File: src/rtl/ip_range_set_table_unit_defines.svh
// assertion macros used by the rtl engine
`ifndef IP_RANGE_SET_TABLE_UNIT_DEFINES_SVH
`define IP_RANGE_SET_TABLE_UNIT_DEFINES_SVH

// implication checked on every rising clock edge outside reset
`define RSTU_ASSERT_IMPL(name, clk, rst, ante, cons) \
   name: assert property (@(posedge clk) disable iff (rst) (ante) |-> (cons)) \
      else $error("rstu assertion failed");

// implication checked in the cycle after the antecedent
`define RSTU_ASSERT_NEXT(name, clk, rst, ante, cons) \
   name: assert property (@(posedge clk) disable iff (rst) (ante) |=> (cons)) \
      else $error("rstu assertion failed");

`endif

File: src/rtl/rstu_pkg.sv
`timescale 1ns / 1ps

package rstu_pkg;

   localparam int ADDR_W  = 32;
   localparam int COUNT_W = 7;

   typedef enum logic [1:0] {
      OP_ADD   = 2'd0,
      OP_FIND  = 2'd1,
      OP_CLEAR = 2'd2,
      OP_NONE  = 2'd3
   } op_type;

   typedef struct packed {
      logic               found;
      logic [ADDR_W-1:0]  range_low;
      logic [ADDR_W-1:0]  range_high;
      logic               status;
      logic [COUNT_W-1:0] range_count;
   } result_type;

endpackage

File: src/rtl/rstu_ram.sv
`timescale 1ns / 1ps

module rstu_ram #(
   parameter int WIDTH = 64,
   parameter int DEPTH = 64
) (
   input  logic                     clock,
   input  logic                     wr_en,
   input  logic [$clog2(DEPTH)-1:0] wr_addr,
   input  logic [WIDTH-1:0]         wr_data,
   input  logic                     rd_en,
   input  logic [$clog2(DEPTH)-1:0] rd_addr,
   output logic [WIDTH-1:0]         rd_data
);

   logic [WIDTH-1:0] mem [DEPTH];
   logic [WIDTH-1:0] rd_data_ff;

   always_ff @(posedge clock) begin
      if (wr_en) begin
         mem[wr_addr] <= wr_data;
      end
      if (rd_en) begin
         rd_data_ff <= mem[rd_addr];
      end
   end

   assign rd_data = rd_data_ff;

endmodule

File: src/rtl/rstu_engine.sv
`timescale 1ns / 1ps
`include "ip_range_set_table_unit_defines.svh"

module rstu_engine #(
   parameter int MAX_RANGES = 64
) (
   input  logic                        clock,
   input  logic                        reset,
   input  logic                        in_valid,
   output logic                        in_ready,
   input  rstu_pkg::op_type            in_op,
   input  logic [rstu_pkg::ADDR_W-1:0] in_a,
   input  logic [rstu_pkg::ADDR_W-1:0] in_b,
   output logic                        res_valid,
   input  logic                        res_ready,
   output rstu_pkg::result_type        res
);
   import rstu_pkg::*;

   localparam int AW = (MAX_RANGES > 1) ? $clog2(MAX_RANGES) : 1;
   localparam int CW = $clog2(MAX_RANGES + 1);
   localparam logic [CW-1:0] MAX_CNT = CW'(MAX_RANGES);

   typedef enum logic [1:0] {S_IDLE, S_SCAN, S_DONE} state_type;

   state_type         state_ff, state_in;
   op_type            op_ff, op_in;
   logic [ADDR_W-1:0] lo_ff, lo_in, hi_ff, hi_in;
   logic [ADDR_W-1:0] res_lo_ff, res_lo_in, res_hi_ff, res_hi_in;
   logic              found_ff, found_in, status_ff, status_in;
   logic              started_ff, started_in, absorbed_ff, absorbed_in;
   logic              rd_vld_ff, rd_vld_in;
   logic [CW-1:0]     count_ff, count_in, rd_idx_ff, rd_idx_in, w_ff, w_in;

   logic                ram_we, ram_re, leave;
   logic [AW-1:0]       ram_waddr, ram_raddr;
   logic [2*ADDR_W-1:0] ram_wdata, ram_rdata;
   logic [ADDR_W-1:0]   e_lo, e_hi;

   assign e_lo = ram_rdata[ADDR_W-1:0];
   assign e_hi = ram_rdata[2*ADDR_W-1:ADDR_W];

   rstu_ram #(.WIDTH(2 * ADDR_W), .DEPTH(MAX_RANGES)) u_ram (
      .clock   (clock),
      .wr_en   (ram_we),
      .wr_addr (ram_waddr),
      .wr_data (ram_wdata),
      .rd_en   (ram_re),
      .rd_addr (ram_raddr),
      .rd_data (ram_rdata)
   );

   always_comb begin
      state_in    = state_ff;
      op_in       = op_ff;
      lo_in       = lo_ff;
      hi_in       = hi_ff;
      res_lo_in   = res_lo_ff;
      res_hi_in   = res_hi_ff;
      found_in    = found_ff;
      status_in   = status_ff;
      started_in  = started_ff;
      absorbed_in = absorbed_ff;
      rd_vld_in   = 1'b0;
      count_in    = count_ff;
      rd_idx_in   = rd_idx_ff;
      w_in        = w_ff;
      ram_we      = 1'b0;
      ram_re      = 1'b0;
      ram_waddr   = w_ff[AW-1:0];
      ram_raddr   = rd_idx_ff[AW-1:0];
      ram_wdata   = {hi_ff, lo_ff};
      leave       = 1'b0;
      unique case (state_ff)
         S_IDLE: begin
            if (in_valid) begin
               op_in       = in_op;
               found_in    = 1'b0;
               status_in   = 1'b0;
               res_lo_in   = '0;
               res_hi_in   = '0;
               started_in  = 1'b0;
               absorbed_in = 1'b0;
               rd_idx_in   = '0;
               w_in        = '0;
               lo_in       = (in_a < in_b) ? in_a : in_b;
               hi_in       = (in_a < in_b) ? in_b : in_a;
               unique case (in_op)
                  OP_ADD:   state_in = S_SCAN;
                  OP_FIND: begin
                     lo_in    = in_a;
                     state_in = S_SCAN;
                  end
                  OP_CLEAR: begin
                     count_in = '0;
                     state_in = S_DONE;
                  end
                  default:  state_in = S_DONE;
               endcase
            end
         end
         S_SCAN: begin
            if (rd_vld_ff) begin
               if (op_ff == OP_FIND) begin
                  if (e_lo <= lo_ff && lo_ff <= e_hi) begin
                     found_in  = 1'b1;
                     res_lo_in = e_lo;
                     res_hi_in = e_hi;
                     leave     = 1'b1;
                  end
               end else if (!started_ff && e_hi < lo_ff) begin
                  w_in = w_ff + 1'b1;
               end else begin
                  started_in = 1'b1;
                  if (e_lo <= hi_ff) begin
                     absorbed_in = 1'b1;
                     lo_in       = (e_lo < lo_ff) ? e_lo : lo_ff;
                     hi_in       = (e_hi > hi_ff) ? e_hi : hi_ff;
                  end else if (!absorbed_ff && count_ff >= MAX_CNT) begin
                     status_in = 1'b1;
                     leave     = 1'b1;
                  end else begin
                     ram_we = 1'b1;
                     w_in   = w_ff + 1'b1;
                     lo_in  = e_lo;
                     hi_in  = e_hi;
                  end
               end
            end else if (rd_idx_ff == count_ff) begin
               leave = 1'b1;
               if (op_ff == OP_ADD) begin
                  if (!absorbed_ff && count_ff >= MAX_CNT) begin
                     status_in = 1'b1;
                  end else begin
                     ram_we   = 1'b1;
                     count_in = w_ff + 1'b1;
                  end
               end
            end
            if (leave) begin
               state_in = S_DONE;
            end else if (rd_idx_ff < count_ff) begin
               ram_re    = 1'b1;
               rd_idx_in = rd_idx_ff + 1'b1;
               rd_vld_in = 1'b1;
            end
         end
         S_DONE: begin
            if (res_ready) begin
               state_in = S_IDLE;
            end
         end
         default: state_in = S_IDLE;
      endcase
   end

   always_ff @(posedge clock) begin
      if (reset) begin
         state_ff  <= S_IDLE;
         count_ff  <= '0;
         rd_vld_ff <= 1'b0;
      end else begin
         state_ff  <= state_in;
         count_ff  <= count_in;
         rd_vld_ff <= rd_vld_in;
      end
      op_ff       <= op_in;
      lo_ff       <= lo_in;
      hi_ff       <= hi_in;
      res_lo_ff   <= res_lo_in;
      res_hi_ff   <= res_hi_in;
      found_ff    <= found_in;
      status_ff   <= status_in;
      started_ff  <= started_in;
      absorbed_ff <= absorbed_in;
      rd_idx_ff   <= rd_idx_in;
      w_ff        <= w_in;
   end

   assign in_ready        = (state_ff == S_IDLE);
   assign res_valid       = (state_ff == S_DONE);
   assign res.found       = found_ff;
   assign res.range_low   = res_lo_ff;
   assign res.range_high  = res_hi_ff;
   assign res.status      = status_ff;
   assign res.range_count = COUNT_W'(count_ff);

   `RSTU_ASSERT_IMPL(a_count_bound, clock, reset, 1'b1, count_ff <= MAX_CNT)
   `RSTU_ASSERT_IMPL(a_no_rw_clash, clock, reset, ram_we && ram_re, ram_waddr < ram_raddr)
   `RSTU_ASSERT_NEXT(a_read_data, clock, reset, ram_re, rd_vld_ff || state_ff == S_DONE)

endmodule

File: config.mk
export PLATFORM = sky130hd
export DESIGN_NAME = rstu_engine
export DESIGN_NICKNAME = d
export VERILOG_FILES = /design/src/rtl/rstu_pkg.sv /design/src/rtl/rstu_ram.sv /design/src/rtl/rstu_engine.sv
export VERILOG_INCLUDE_DIRS = /design/src /design/src/rtl
export SDC_FILE = /design/constraint.sdc
export NUM_CORES = 2
export LEC_CHECK = 0
export BUFFER_PORTS_ARGS = -buffer_cell sky130_fd_sc_hd__buf_2
export CAP_MARGIN = 20
export CORE_MARGIN = 10
export CORE_UTILIZATION = 45
export CTS_CLUSTER_DIAMETER = 30
export DETAILED_ROUTE_END_ITERATION = 7
export GPL_ROUTABILITY_DRIVEN = 0
export GPL_TIMING_DRIVEN = 0
export PLACE_DENSITY_LB_ADDON = 0.15
export SLEW_MARGIN = 20
export SYNTH_ARGS = -nofsm -noshare
export SYNTH_HDL_FRONTEND = slang
export SYNTH_HIERARCHICAL = 1
export SYNTH_SLANG_ARGS = --single-unit
File: constraint.sdc
create_clock -name clock -period 9.1 [get_ports clock]
set_clock_uncertainty 0.05 [all_clocks]
set_input_delay 0 -clock clock [delete_from_list [all_inputs] [get_ports clock]]
set_output_delay 0 -clock clock [all_outputs]
set_load 0.02 [all_outputs]
==> results.py <==
metrics = {
    "clock_network": {
        "cts.sinks": 4318,
        "clockBufferDepth": 4,
        "post-cts-setup-buffer-count": 0,
        "cts_root_buf": "clkbuf_16",
        "cts_tree": "done",
        "cts_made_buffers": 789,
        "clk_latency_ns": 1.08,
        "clkSlewWorstSetupHoldPaths_ns": 0.05,
        "cts_max_level": 6,
        "post_cts_resized": 0,
    },
    "synth": {
        "syn_nets": 8096,
        "yosysUniqueCellTypes": 66,
        "ys_ff_latch": 4318,
        "synth_edf_count": 4308,
        "syn_inst": 7858,
        "synth.avg_cell_area_um2": 21.4,
        "seq_area_frac_synth_pct": 76.9,
        "synth.area.top_cells": "edfxtp_1 (77%), mux4_2 (14%), mux2i_1 (1.3%)",
        "synth_flop_cell": "edfxtp_1",
        "synthArstFlopShare_pct": 0,
        "synth_top_area_share_pct": 76.8,
        "yosys_warnings": 6,
        "synth_area_leader_cell": "edfxtp_1",
        "syn_area_um2": 168000,
    },
    "floorplan": {
        "initial_core_util_pct": 45.2,
        "die_w_um": 632,
        "boundaryPins": 145,
        "die_area_um2": 399000,
        "coreArea_um2": 372000,
        "die_h_um": 632,
        "rows": 224,
    },
    "hold_path": {
        "hold_path.class": "in -> reg",
    },
    "worst_setup_path": {
        "worstPathMaxFanout": 19,
        "startpoint": "hi_ff[13]$_DFFE_PP_",
        "worstPathRequired_ns": 9.79,
        "startpoint_type": "register",
        "ff2ff_path_depth": 15,
        "r2r_end": "u_ram/mem[38][38]$_DFFE_PP_",
        "endpoint_kind": "register",
        "worstPathArrival_ns": 7.36,
        "r2r-start": "hi_ff[13]$_DFFE_PP_",
        "endpoint": "u_ram/mem[38][38]$_DFFE_PP_",
        "r2r_slack_ns": 2.43,
        "path_class": "reg -> reg",
    },
    "pwr": {
        "peakVddDrop_mv": 0.200,
        "cellPowerDensity_nw_per_um2": 270,
        "cellLeakagePower_nw": 70.5,
        "finalPower_mw": 57.8,
    },
    "global_routing": {
        "first_global_vias": 93200,
        "antenna_found_initial": 38,
        "grt_usage_pct": 25.3,
        "overflow": 0,
        "grt_max_degree": 33,
        "grt_pass1_wl_mm": 716,
    },
    "layout": {
        "area_growth_pct": 27.1,
        "final_cell_mix": "edfxtp_1 (4308), mux4_2 (1024), clkbuf_16 (801), buf_2 (297), clkbuf_1 (248)",
        "fin_nets": 9679,
        "mostFrequentLayoutCell": "edfxtp_1",
        "drive_gt1_share_pct": 32.0,
        "final_core_util_pct": 57.5,
    },
    "sta": {
        "max_slew_margin_pct": 22.8,
        "layout_setup_ws_ns": 2.43,
        "drv_slew": 0,
        "hold_viol": 0,
        "final.setup.tns_ns": 0,
        "rsz0062_at_grt": "no",
        "worstMarginPinSlew_ns": 1.15,
        "period_needed_ns": 6.67,
        "finalCritPeriodShare_pct": 73.3,
        "setup_viol": 0,
        "max_freq_mhz": 150,
    },
    "run": {
        "maxCapViolCount": 0,
    },
    "placed_design": {
        "port_buffers": 143,
        "place_ws_ns": 2.57,
        "place_hpwl_mm": 360,
    },
    "drt": {
        "wl_mm": 512,
        "dr_total_vias": 90900,
        "first_pass_iters": 6,
        "via_per_inst": 6.02,
        "drt_iter0_markers": 11400,
        "wire_per_inst_um": 33.9,
        "drc": 0,
        "ant_nets": 0,
    },
    "run_status": {
        "outcome": "complete, no violations",
    },
}
through the flow:
stage,area (um^2),cells,hold WS [ns]
after detailed placement,185000,13400,0.187
after CTS,214000,15100,0.00471
after global placement,175000,13000,0.188
after global routing,214000,15100,0.0968
after floorplan,168000,7858,0.0489
final,214000,15100,0.100
repair_timing:
action | in CTS | in global routing
endpoints found under the setup margin | 0 | 0
hold buffers | 197 | 0
endpoints found under the hold margin | 187 | 0
critical path: stages (launching register included):
cell	delay [ns]
edfxtp_1	0.78
inv_1	0.17
ha_1	0.35
nand4_1	0.22
nor4_1	0.83
o21ai_1	0.32
a31oi_1	0.25
o21ai_1	0.19
nor3_1	0.27
a41o_1	0.56
nand2_1	0.26
or3_1	0.37
clkbuf_1	0.41
nor2_4	0.76
buf_12	0.27
buf_12	0.20
where the power goes:
part	leakage (nW)	total, mW	internal [mW]	switching (mW)
Clock	13.1	29.5	19.4	10.1
Sequential	38.9	22.8	22.5	0.213
Combinational	18.5	5.57	1.96	3.61
Total	70.5	57.8	43.9	13.9
registers in the layout (all words and copies together) (netlist names):
register       count
u_ram/mem       4096
u_ram/rd_data     64
hi_ff             32
lo_ff             32
res_hi_ff         32
res_lo_ff         32
count_ff           7
rd_idx_ff          7
w_ff               7
op_ff              2
state_ff           2
absorbed_ff        1
found_ff           1
rd_vld_ff          1
started_ff         1
status_ff          1
cells in the mapped netlist (all sizes together) (3+ instances only):
library cell	instances
o211ai	3
mux4	1024
a21o	15
and4	3
inv	109
a22oi	131
or3	58
nand4	106
a31oi	50
a2111oi	4
nand2	238
edfxtp	4308
o221ai	29
nor2b	24
buf	245
mux2i	219
a21oi	89
xnor2	6
or2	10
o22ai	80
o21a	56
o21ai	80
o21bai	33
nand3b	5
a211oi	24
nor2	202
ha	168
clkbuf	179
a221oi	3
dfxtp	10
nand2b	18
and3	18
and2	66
a41oi	3
nor4	6
nand3	199
xor2	4
nor3	12
final cells by class:
class                           instances  area, um^2
Fill cell                           27000      158000
Sequential cell                      4318      130000
Multi-Input combinational cell       3007       36900
Clock buffer                          885       20400
Timing Repair Buffer                  792       11700
Clock inverter                        585        6830
Tap cell                             4972        6220
Buffer                                424        2190
Inverter                              109         409
Antenna cell                           13        32.5
how the worst min path moves through the flow:
stage | from | end | cells past startpoint | slack [ns]
2_1_floorplan | in_op[0] | op_ff[0]$_DFFE_PP_ | 0 | 0.05
4_1_cts | in_a[29] | lo_ff[29]$_DFFE_PP_ | 4 | 0.005
6_report | in_a[15] | lo_ff[15]$_DFFE_PP_ | 4 | 0.10
3_5_place_dp | in_op[0] | op_ff[0]$_DFFE_PP_ | 1 | 0.19
5_1_grt | in_a[13] | lo_ff[13]$_DFFE_PP_ | 4 | 0.1
3_3_place_gp | in_op[0] | op_ff[0]$_DFFE_PP_ | 1 | 0.19
logic make-up (layout without fill, tap and decap cells):
kind of cell | after synthesis | count (layout) | share of synthesized area (%)
adder cells (fa/ha/maj) | 168 | 168 | 1.25
AND/OR/NAND/NOR | 972 | 972 | 2.84
multiplexers | 1243 | 1243 | 15.0
other | 0 | 13 | 0
buffers and inverters | 533 | 2795 | 1.53
AO/OA/AOI/OAI | 614 | 614 | 2.44
XOR/XNOR | 10 | 10 | 0.0520
flip-flops | 4318 | 4318 | 76.9
routing by layer:
| metal | vias to the layer above | wire length [um] | track usage, % |
|---|---|---|---|
| met2 | 4876 | 240000 | 39.9 |
| met3 | 821 | 51000 | 5.70 |
| met1 | 48600 | 202000 | 35.0 |
| li1 | 36600 | - | - |
| met5 | - | 45 | 0 |
| met4 | 6 | 19200 | 8.79 |
(Power assumes the default switching activity.)
